<file path="src/rtl/eds_pkg.sv">
// Shared types and constants for the elevator SCAN scheduler.
// Depends on nothing; every other file in rtl refers to it by scoped names.
`default_nettype none

package eds_pkg;

    localparam int FLOOR_W  = 6;
    localparam int MODE_W   = 2;
    localparam int KIND_W   = 2;
    localparam int RIDERS_W = 8;
    // Wide enough to compare a 6-bit floor count against a limit of up to 64.
    localparam int LIM_W    = FLOOR_W + 1;

    localparam int MAX_RESULTS = 32;
    localparam int STOP_CNT_W  = 6;
    localparam int QUEUE_DEPTH = 2;

    localparam logic [FLOOR_W-1:0] NUM_FLOORS_RST = 6'd32;

    localparam logic [MODE_W-1:0] MODE_REQUEST = 2'd0;
    localparam logic [MODE_W-1:0] MODE_SWEEP   = 2'd1;
    localparam logic [MODE_W-1:0] MODE_ENTER   = 2'd2;
    localparam logic [MODE_W-1:0] MODE_EXIT    = 2'd3;

    localparam logic [KIND_W-1:0] KIND_ACK     = 2'd0;
    localparam logic [KIND_W-1:0] KIND_ARRIVAL = 2'd1;
    localparam logic [KIND_W-1:0] KIND_NO_STOP = 2'd2;

    typedef enum logic [2:0] {
        OP_REQUEST,
        OP_IGNORE,
        OP_SWEEP,
        OP_ENTER,
        OP_EXIT
    } op_t;

    typedef struct packed {
        op_t                op;
        logic [FLOOR_W-1:0] floor;
    } cmd_t;

endpackage

`default_nettype wire

</file>
<file path="src/rtl/eds_front.sv">
// Front end of the scheduler: takes requests on the command port and classifies them.
// Depends on eds_pkg; feeds eds_queue.
`default_nettype none

module eds_front (
    input  wire logic                         start,
    input  wire logic [eds_pkg::MODE_W-1:0]   mode,
    input  wire logic [eds_pkg::FLOOR_W-1:0]  floor,
    input  wire logic [eds_pkg::LIM_W-1:0]    limit,
    input  wire logic                         queue_full,
    output logic                              busy,
    output logic                              push,
    output eds_pkg::cmd_t                     cmd
);

    logic floor_ok;

    // A floor request is only kept when the floor is in use; otherwise it is
    // still acknowledged but changes nothing.
    assign floor_ok = (floor != '0) && ({1'b0, floor} <= limit);

    always_comb
    begin
        cmd.floor = floor;
        case (mode)
            eds_pkg::MODE_REQUEST: cmd.op = floor_ok ? eds_pkg::OP_REQUEST : eds_pkg::OP_IGNORE;
            eds_pkg::MODE_SWEEP:   cmd.op = eds_pkg::OP_SWEEP;
            eds_pkg::MODE_ENTER:   cmd.op = eds_pkg::OP_ENTER;
            eds_pkg::MODE_EXIT:    cmd.op = eds_pkg::OP_EXIT;
            default:               cmd.op = eds_pkg::OP_IGNORE;
        endcase
    end

    assign busy = queue_full;
    assign push = start & ~queue_full;

endmodule

`default_nettype wire

</file>
<file path="src/rtl/eds_queue.sv">
// Short command queue between the front end and the execution back end.
// Depends on eds_pkg for the command type and the queue depth.
`default_nettype none

module eds_queue (
    input  wire logic           clk,
    input  wire logic           rst_n,
    input  wire logic           push,
    input  wire eds_pkg::cmd_t  push_cmd,
    input  wire logic           pop,
    output eds_pkg::cmd_t       head_cmd,
    output logic                empty,
    output logic                full
);

    localparam int PTR_W = $clog2(eds_pkg::QUEUE_DEPTH);
    localparam int CNT_W = $clog2(eds_pkg::QUEUE_DEPTH + 1);

    eds_pkg::cmd_t entry_reg [eds_pkg::QUEUE_DEPTH];
    logic [PTR_W-1:0] wr_ptr_reg, wr_ptr_next;
    logic [PTR_W-1:0] rd_ptr_reg, rd_ptr_next;
    logic [CNT_W-1:0] fill_reg, fill_next;

    assign empty    = (fill_reg == '0);
    assign full     = (fill_reg == CNT_W'(eds_pkg::QUEUE_DEPTH));
    assign head_cmd = entry_reg[rd_ptr_reg];

    always_comb
    begin
        wr_ptr_next = wr_ptr_reg;
        rd_ptr_next = rd_ptr_reg;
        fill_next   = fill_reg;
        if (push)
        begin
            wr_ptr_next = (wr_ptr_reg == PTR_W'(eds_pkg::QUEUE_DEPTH - 1)) ? '0
                                                                          : wr_ptr_reg + 1'b1;
        end
        if (pop)
        begin
            rd_ptr_next = (rd_ptr_reg == PTR_W'(eds_pkg::QUEUE_DEPTH - 1)) ? '0
                                                                          : rd_ptr_reg + 1'b1;
        end
        if (push && !pop)
        begin
            fill_next = fill_reg + 1'b1;
        end
        else if (pop && !push)
        begin
            fill_next = fill_reg - 1'b1;
        end
    end

    always_ff @(posedge clk or negedge rst_n)
    begin
        if (!rst_n)
        begin
            wr_ptr_reg <= '0;
            rd_ptr_reg <= '0;
            fill_reg   <= '0;
        end
        else
        begin
            wr_ptr_reg <= wr_ptr_next;
            rd_ptr_reg <= rd_ptr_next;
            fill_reg   <= fill_next;
        end
    end

    always_ff @(posedge clk)
    begin
        if (push)
        begin
            entry_reg[wr_ptr_reg] <= push_cmd;
        end
    end

endmodule

`default_nettype wire

</file>
<file path="src/rtl/eds_back.sv">
// Back end of the scheduler: holds the floor bitmap, car position, direction and
// rider count, and carries out queued commands. Depends on eds_pkg.
`default_nettype none

module eds_back #(
    parameter int MAX_FLOORS = 32,
    parameter int MAX_RIDERS = 255
) (
    input  wire logic                          clk,
    input  wire logic                          rst_n,
    input  wire logic [eds_pkg::LIM_W-1:0]     limit,
    input  wire logic                          queue_empty,
    input  wire eds_pkg::cmd_t                 head_cmd,
    output logic                               pop,
    output logic                               result_strobe,
    output logic [eds_pkg::KIND_W-1:0]         kind,
    output logic [eds_pkg::FLOOR_W-1:0]        arrived_floor,
    output logic                               last,
    output logic                               pending,
    output logic [eds_pkg::RIDERS_W-1:0]       riders,
    output logic                               going_up
);

    localparam int CUR_W = $clog2(MAX_FLOORS + 1);
    localparam int IDX_W = $clog2(MAX_FLOORS);
    localparam int RID_W = $clog2(MAX_RIDERS + 1);
    localparam int LW    = eds_pkg::LIM_W;

    typedef enum logic {
        ST_IDLE,
        ST_SWEEP
    } state_t;

    state_t                              state_reg, state_next;
    logic [MAX_FLOORS-1:0]               req_reg, req_next;
    logic [CUR_W-1:0]                    cur_reg, cur_next;
    logic                                dir_up_reg, dir_up_next;
    logic                                sweep_up_reg, sweep_up_next;
    logic [RID_W-1:0]                    rid_reg, rid_next;
    logic [eds_pkg::STOP_CNT_W-1:0]      stops_reg, stops_next;

    logic                                strobe_next;
    logic [eds_pkg::KIND_W-1:0]          kind_next;
    logic                                last_next;

    logic [MAX_FLOORS-1:0]               vis_mask;
    logic [MAX_FLOORS-1:0]               beyond;
    logic [MAX_FLOORS-1:0]               cand;
    logic [MAX_FLOORS-1:0]               cand_rev;
    logic [MAX_FLOORS-1:0]               low_rev;
    logic [MAX_FLOORS-1:0]               low_up;
    logic [MAX_FLOORS-1:0]               stop_hot;
    logic [IDX_W-1:0]                    stop_idx;
    logic                                more_stops;
    logic [eds_pkg::FLOOR_W-1:0]         req_idx;
    logic [LW-1:0]                       cur_wide;
    logic [LW-1:0]                       cur_wide_next;
    logic [RID_W+eds_pkg::RIDERS_W-1:0]  rid_wide;

    assign cur_wide = LW'(cur_reg);
    assign req_idx  = head_cmd.floor - 1'b1;

    // Floors above the limit keep their marks but are neither served nor pending.
    always_comb
    begin
        for (int i = 0; i < MAX_FLOORS; i++)
        begin
            vis_mask[i] = (LW'(i) < limit);
            if (sweep_up_reg)
            begin
                beyond[i] = (LW'(i) >= cur_wide);
            end
            else
            begin
                beyond[i] = (LW'(i + 1) < cur_wide);
            end
        end
    end

    assign cand = req_reg & vis_mask & beyond;

    // Nearest stop in the travel direction: the lowest candidate going up, the
    // highest going down (found as the lowest of the bit-reversed vector).
    always_comb
    begin
        for (int i = 0; i < MAX_FLOORS; i++)
        begin
            cand_rev[i] = cand[MAX_FLOORS - 1 - i];
        end
    end

    assign low_up  = cand & (~cand + 1'b1);
    assign low_rev = cand_rev & (~cand_rev + 1'b1);

    always_comb
    begin
        stop_idx = '0;
        for (int i = 0; i < MAX_FLOORS; i++)
        begin
            stop_hot[i] = sweep_up_reg ? low_up[i] : low_rev[MAX_FLOORS - 1 - i];
        end
        for (int i = 0; i < MAX_FLOORS; i++)
        begin
            if (stop_hot[i])
            begin
                stop_idx = stop_idx | IDX_W'(i);
            end
        end
    end

    assign more_stops = (|(cand & ~stop_hot))
                        && (stops_reg < eds_pkg::STOP_CNT_W'(eds_pkg::MAX_RESULTS - 1));

    always_comb
    begin
        state_next    = state_reg;
        req_next      = req_reg;
        cur_next      = cur_reg;
        dir_up_next   = dir_up_reg;
        sweep_up_next = sweep_up_reg;
        rid_next      = rid_reg;
        stops_next    = stops_reg;
        strobe_next   = 1'b0;
        kind_next     = eds_pkg::KIND_ACK;
        last_next     = 1'b1;
        pop           = 1'b0;

        case (state_reg)
            ST_IDLE:
            begin
                if (!queue_empty)
                begin
                    pop = 1'b1;
                    case (head_cmd.op)
                        eds_pkg::OP_REQUEST:
                        begin
                            strobe_next = 1'b1;
                            for (int i = 0; i < MAX_FLOORS; i++)
                            begin
                                if (eds_pkg::FLOOR_W'(i) == req_idx)
                                begin
                                    req_next[i] = 1'b1;
                                end
                            end
                        end
                        eds_pkg::OP_ENTER:
                        begin
                            strobe_next = 1'b1;
                            if (rid_reg < RID_W'(MAX_RIDERS))
                            begin
                                rid_next = rid_reg + 1'b1;
                            end
                        end
                        eds_pkg::OP_EXIT:
                        begin
                            strobe_next = 1'b1;
                            if (rid_reg != '0)
                            begin
                                rid_next = rid_reg - 1'b1;
                            end
                        end
                        eds_pkg::OP_SWEEP:
                        begin
                            sweep_up_next = dir_up_reg;
                            dir_up_next   = ~dir_up_reg;
                            stops_next    = '0;
                            state_next    = ST_SWEEP;
                        end
                        default:
                        begin
                            strobe_next = 1'b1;
                        end
                    endcase
                end
            end
            ST_SWEEP:
            begin
                strobe_next = 1'b1;
                if (cand == '0)
                begin
                    kind_next  = eds_pkg::KIND_NO_STOP;
                    state_next = ST_IDLE;
                end
                else
                begin
                    kind_next  = eds_pkg::KIND_ARRIVAL;
                    req_next   = req_reg & ~stop_hot;
                    cur_next   = CUR_W'(stop_idx) + CUR_W'(1);
                    stops_next = stops_reg + 1'b1;
                    last_next  = ~more_stops;
                    if (!more_stops)
                    begin
                        state_next = ST_IDLE;
                    end
                end
            end
            default:
            begin
                state_next = ST_IDLE;
            end
        endcase
    end

    assign cur_wide_next = LW'(cur_next);
    assign rid_wide      = {eds_pkg::RIDERS_W'(0), rid_next};

    always_ff @(posedge clk or negedge rst_n)
    begin
        if (!rst_n)
        begin
            state_reg     <= ST_IDLE;
            req_reg       <= '0;
            cur_reg       <= CUR_W'(1);
            dir_up_reg    <= 1'b1;
            sweep_up_reg  <= 1'b1;
            rid_reg       <= '0;
            stops_reg     <= '0;
            result_strobe <= 1'b0;
        end
        else
        begin
            state_reg     <= state_next;
            req_reg       <= req_next;
            cur_reg       <= cur_next;
            dir_up_reg    <= dir_up_next;
            sweep_up_reg  <= sweep_up_next;
            rid_reg       <= rid_next;
            stops_reg     <= stops_next;
            result_strobe <= strobe_next;
        end
    end

    // Result payload; only meaningful while the strobe is high.
    always_ff @(posedge clk)
    begin
        kind          <= kind_next;
        arrived_floor <= cur_wide_next[eds_pkg::FLOOR_W-1:0];
        last          <= last_next;
        pending       <= |(req_next & vis_mask);
        riders        <= rid_wide[eds_pkg::RIDERS_W-1:0];
        going_up      <= dir_up_next;
    end

endmodule

`default_nettype wire

</file>
<file path="src/rtl/elevator_scan_scheduler_top.sv">
// Top level of the elevator SCAN scheduler: floor-count register, front end,
// command queue and back end. Depends on eds_pkg, eds_front, eds_queue and eds_back.
//
//   Channel   Handshake                Payload
//   command   start / busy             mode, floor
//   result    result_strobe (1 cycle)  kind, arrived_floor, last, pending, riders, going_up
//   config    cfg_we                   cfg_data (num_floors)
//
// A command enters the queue on the edge where start is high and busy is low; busy is
// high only while the two-entry queue is full. The back end takes one queued command at
// a time: a request, enter or exit gives a registered result once popped; a sweep enters
// the sweep state and gives one arrival a cycle from the priority encoder over the floor
// bitmap, or one no-stop result if no floor is marked. Results cannot be held off by the
// receiver. Reset is asynchronous and clears all control state; there is no clearing pass.
`default_nettype none

module elevator_scan_scheduler_top #(
    parameter int MAX_FLOORS = 32,
    parameter int MAX_RIDERS = 255
) (
    input  wire logic                          clk,
    input  wire logic                          rst_n,
    input  wire logic                          start,
    output logic                               busy,
    input  wire logic [eds_pkg::MODE_W-1:0]    mode,
    input  wire logic [eds_pkg::FLOOR_W-1:0]   floor,
    input  wire logic                          cfg_we,
    input  wire logic [eds_pkg::FLOOR_W-1:0]   cfg_data,
    output logic                               result_strobe,
    output logic [eds_pkg::KIND_W-1:0]         kind,
    output logic [eds_pkg::FLOOR_W-1:0]        arrived_floor,
    output logic                               last,
    output logic                               pending,
    output logic [eds_pkg::RIDERS_W-1:0]       riders,
    output logic                               going_up
);

    localparam int LW = eds_pkg::LIM_W;

    logic [eds_pkg::FLOOR_W-1:0] num_floors_reg;
    logic [LW-1:0]               nf_wide;
    logic [LW-1:0]               limit;
    logic                        push;
    logic                        pop;
    logic                        queue_empty;
    logic                        queue_full;
    eds_pkg::cmd_t               push_cmd;
    eds_pkg::cmd_t               head_cmd;

    always_ff @(posedge clk or negedge rst_n)
    begin
        if (!rst_n)
        begin
            num_floors_reg <= eds_pkg::NUM_FLOORS_RST;
        end
        else if (cfg_we)
        begin
            num_floors_reg <= cfg_data;
        end
    end

    assign nf_wide = LW'(num_floors_reg);
    assign limit   = (nf_wide > LW'(MAX_FLOORS)) ? LW'(MAX_FLOORS) : nf_wide;

    eds_front u_front (
        .start      (start),
        .mode       (mode),
        .floor      (floor),
        .limit      (limit),
        .queue_full (queue_full),
        .busy       (busy),
        .push       (push),
        .cmd        (push_cmd)
    );

    eds_queue u_queue (
        .clk      (clk),
        .rst_n    (rst_n),
        .push     (push),
        .push_cmd (push_cmd),
        .pop      (pop),
        .head_cmd (head_cmd),
        .empty    (queue_empty),
        .full     (queue_full)
    );

    eds_back #(
        .MAX_FLOORS (MAX_FLOORS),
        .MAX_RIDERS (MAX_RIDERS)
    ) u_back (
        .clk           (clk),
        .rst_n         (rst_n),
        .limit         (limit),
        .queue_empty   (queue_empty),
        .head_cmd      (head_cmd),
        .pop           (pop),
        .result_strobe (result_strobe),
        .kind          (kind),
        .arrived_floor (arrived_floor),
        .last          (last),
        .pending       (pending),
        .riders        (riders),
        .going_up      (going_up)
    );

endmodule

`default_nettype wire

</file>
<file path="config.mk">
export PLATFORM = sky130hd
export DESIGN_NAME = elevator_scan_scheduler_top
export DESIGN_NICKNAME = d
export VERILOG_FILES = /design/src/rtl/eds_pkg.sv /design/src/rtl/eds_front.sv /design/src/rtl/eds_queue.sv /design/src/rtl/eds_back.sv /design/src/rtl/elevator_scan_scheduler_top.sv
export SDC_FILE = /design/constraint.sdc
export NUM_CORES = 1
export LEC_CHECK = 0
export BUFFER_PORTS_ARGS = -buffer_cell sky130_fd_sc_hd__buf_2
export CAP_MARGIN = 0
export CORE_UTILIZATION = 63
export CTS_CLUSTER_DIAMETER = 30
export DETAILED_ROUTE_END_ITERATION = 12
export PLACE_DENSITY = 0.9
export SLEW_MARGIN = 5
export SYNTH_ARGS = -nofsm -noshare
export SYNTH_HDL_FRONTEND = slang
export SYNTH_SLANG_ARGS = --single-unit
</file>
<file path="constraint.sdc">
create_clock -name clk -period 8.9 [get_ports clk]
set_input_delay 0 -clock clk [delete_from_list [all_inputs] [get_ports clk]]
set_output_delay 0 -clock clk [all_outputs]
set_load 0.02 [all_outputs]
</file>
==> impl.org <==
** Global routing
- Entering global routing, the biggest net connects 67 pins.
- Initial antenna violation count :: 2
- Global-route wire length before repair :: 49.26 mm
- For this run, the total global-route usage over all layers was measured as 51.49%.
- Global-route congestion overflow total :: 0
- Via count of the first global-routing pass :: 8356

** Die
- The floorplan step defined a core boundary enclosing 12110 µm².
- I/O pin count :: 39
- Initial core utilization :: 65.36%
- Chip Width :: 114.1 µm
- The initialized floorplan defines 40 standard-cell rows.
- The die is 114.1 µm tall.
- Die Footprint :: 13020 µm²

** Critical path
- The cell that appears most often on the critical path is nand4_1.
- The kind of cell with the highest combined delay along the critical path is simple AND/OR/NAND/NOR gates.
- Buffering stage count on the worst path with inverters included :: 3
- Startpoint of the most critical register-to-register path :: u_back.sweep_up_reg
- CP required :: 9140 ps
- The worst setup path is launched from a register.
- The worst register-to-register path ends at u_back.pending.
- Max stage delay on crit path :: 710 ps
- WS Path Type :: register to register
- Data arrival time of the worst path :: 6200 ps
- In this run the worst path has a maximum fanout of 58.
- For flop-to-flop paths, the worst setup slack is 2940 ps.
- Crit path max-delay cell type :: clkinv_1
- Walking the worst path, the cells encountered are buf_4, clkinv_1, nand4_1, and4_1, nor4_1, and3_4, a31o_1, inv_2, a31oi_1, a32o_1, a211oi_1, nand4_1, or4_1.
- Reg2reg path depth :: 13
- STA classifies the critical path endpoint as a register.

** Logic synthesis
- The cell count after synthesis came out at 956.
- Number of distinct library cells after synthesis :: 99
- Synthesized area per cell :: 8.281 µm²
- Summing the sequential cell areas from Yosys gives 32.56% of the chip area.
- Count of warnings emitted by yosys :: 0
- The number of nets in the synthesized netlist is 989.
- Number of storage elements in the synthesis netlist :: 103
- Synthesized cell area :: 7916 µm²
- For this run, asynchronously set or reset flops after synthesis account for 64.08%.
- EDFF count, synth :: 18
- Among all flip-flop cells after synthesis, the most frequent one is dfrtp_1.

** Hold path
- The worst hold path passes through 2 cells.
- Worst Hold Path EP :: num_floors_reg[3]
- Startpoint of the worst hold path :: cfg_we
- Hold Crit Class :: primary input to register

** Clock tree
- TritonCTS built the clock tree.
- CTS max path bufs :: 2
- Number of sinks driven by the clock tree :: 103
- Post-CTS clock slew at the launch and capture registers of the worst setup and hold paths :: 80 ps
- Worst-skew pair later-pin latency :: 370 ps
- Post-CTS sizing :: 0
- In this run, CTS created clock tree buffers numbering 9.
- Maximum level of the CTS H-tree :: 3
- The root buffer cell chosen for the clock tree is clkbuf_16.

** Final layout
- Fraction of layout instances using a drive strength above 1 :: 12.17%
- Top library cells by usage in the layout, fill and taps aside :: nand2_1, a21oi_1, nor2_1
- The register with the most flip-flops in the layout has 32 of them.
- Area Overhead vs Synth :: 8.124%
- Final non-filler cell total :: 1148
- Post-layout net count :: 1006
- Number of inserted filler cells in the final layout :: 982
- Most common library cell in the layout ignoring fill and taps :: nand2_1

** STA
- Hold_ws :: 14.49 ps
- The hold violation total from the final report was 0.
- After layout, the worst path uses 66.99% of the clock period.
- Final TNS setup :: 0 ps
- Slew margin rel. :: 15.24%
- Fin crit period :: 5962 ps
- Highest attainable clock frequency :: 0.1677 GHz
- Final worst clock skew :: 16.34 ps
- Setup repair after global routing left no endpoint under its margin.
- Final setup fails :: 0
- The final count of pins violating max slew is 0.
- Once routing completed, OpenROAD measured the worst setup slack at 2938 ps.
- For the pin with the worst max-slew slack, the measured transition is 1258 ps.

** Routing
- Wires add up to 32.36 mm.
- Detailed router's first-iteration violation count :: 1771
- The first detailed-routing pass ran for 8 iterations.
- Post-route DRC :: 0
- Routed WL per cell :: 28.19 µm
- Across all layers, the routed design uses 8972 vias.
- The detail route stage leaves a number of antenna-violating nets equal to 0.
- Using the TritonRoute via totals, the vias-per-cell ratio works out to 7.815.

** Flow run
- Across the run, the number of max-cap violations was 0.

** Run status
- The flow ran to the end, and the final reports show no timing, DRC or antenna violations.

** Power and ir drop
- For this design the static power due to leakage is 3.669 nW.
- Sum of internal, switching and leakage power :: 2.878 mW
- Worst IR Drop VDD :: 0.2769 mV
- Dividing total power by cell area gives a power density of 336.2 nW/µm².

** Place
- The congestion estimate from routability-driven global placement came to 1.175.
- At the placement stage, the worst setup path has a slack of 3475 ps.
- Cell count after placement :: 1114
- Port buffering added 38 buffers.
- Half-perimeter wire length of the detailed placement result :: 22.96 mm
## layer usage
metal	part of all wire (%)	routed length [µm]	global-route usage, %	vias up
met5	0	0	3.137	-
met4	8.3	2687	33.85	0
met3	15	4945	21.28	266
met2	41	13350	74.26	877
met1	35	11380	62.91	4094
li1	-	-	-	3735
## report_power, final
part	switching, mW	internal, mW
clock	0.208	0.217
combinational	1.15	0.527
sequential	0.155	0.625
total	1.51	1.37
## how the worst max path moves through the flow
stage,endpoint,cells after the start,from,slack (ps)
after floorplan,u_back.cur_reg[3],14,u_back.sweep_up_reg,5010
after global placement,u_back.pending,13,u_back.sweep_up_reg,3620
after detailed placement,u_back.pending,13,u_back.sweep_up_reg,3470
after CTS,u_back.pending,13,u_back.sweep_up_reg,3420
after global routing,u_back.pending,13,u_back.sweep_up_reg,2890
final,u_back.pending,13,u_back.sweep_up_reg,2940
## synth_stat cells (7+ instances only)
| master | count | area, µm² |
|---|---|---|
| and2_1 | 12 | 75.07 |
| dfrtp_1 | 62 | 1551 |
| o22ai_1 | 11 | 68.82 |
| and4_1 | 11 | 96.34 |
| or2_2 | 7 | 43.79 |
| ha_1 | 15 | 187.7 |
| or4_1 | 9 | 67.56 |
| a211oi_1 | 8 | 60.06 |
| clkbuf_1 | 18 | 67.56 |
| nand3_1 | 29 | 145.1 |
| nor3_1 | 30 | 150.1 |
| o21ai_0 | 44 | 220.2 |
| edfxtp_1 | 18 | 540.5 |
| o31ai_1 | 7 | 52.55 |
| a31oi_1 | 21 | 131.4 |
| or3_1 | 13 | 81.33 |
| o211ai_1 | 11 | 82.58 |
| nor4_1 | 15 | 93.84 |
| mux2_2 | 7 | 78.83 |
| a211o_1 | 7 | 61.31 |
| buf_6 | 9 | 101.4 |
| buf_2 | 28 | 140.1 |
| mux2i_1 | 7 | 70.07 |
| xor2_1 | 8 | 70.07 |
| nor2b_1 | 15 | 93.84 |
| nand4_1 | 26 | 162.7 |
| nand2b_1 | 10 | 62.56 |
| and3_1 | 20 | 125.1 |
| o21a_1 | 12 | 90.09 |
| dfxtp_1 | 19 | 380.4 |
| inv_1 | 22 | 82.58 |
| a21oi_1 | 84 | 420.4 |
| nor2_1 | 73 | 274.0 |
| nand2_1 | 90 | 337.8 |
| a21o_1 | 8 | 60.06 |
## logic make-up after synthesis
logic type / synth area share (%)
XOR/XNOR: 1.549
buffers and inverters: 5.658
multiplexers: 2.023
AND/OR/NAND/NOR: 27.11
flip-flops: 32.56
AO/OA/AOI/OAI: 28.73
adder cells (fa/ha/maj): 2.371
## what timing repair did
item | CTS | global route
endpoints found under the setup margin | 0 | 0
hold buffers | 16 | 0
hold endpoints to repair | 81 | 0
buffers inserted | 0 | 0
## final cells by class
class,count,area [µm²],area share (%)
inverters,26,97.59,1.140
clock inverters,6,66.31,0.7747
clock buffers,10,250.2,2.924
well taps,168,210.2,2.456
diodes,2,5.005,0.05847
repair buffers,68,455.4,5.321
flip-flops and latches,103,2577,30.11
multi-input cells,765,4897,57.21
## through the flow
step	cell area [µm²]	utilization (%)
finish	8559	70.67
global route	8557	70.65
CTS	8554	70.63
detailed placement	8078	66.69
global placement	8078	66.69
floorplan	7916	-
## worst reg2reg max path: stages (launching register included)
cell	delay (ps)
dfstp_2	520
buf_4	490
clkinv_1	730
nand4_1	290
and4_1	610
nor4_1	220
and3_4	260
a31o_1	400
inv_2	690
a31oi_1	270
a32o_1	340
a211oi_1	300
nand4_1	150
or4_1	560
(Power assumes the default switching activity.)
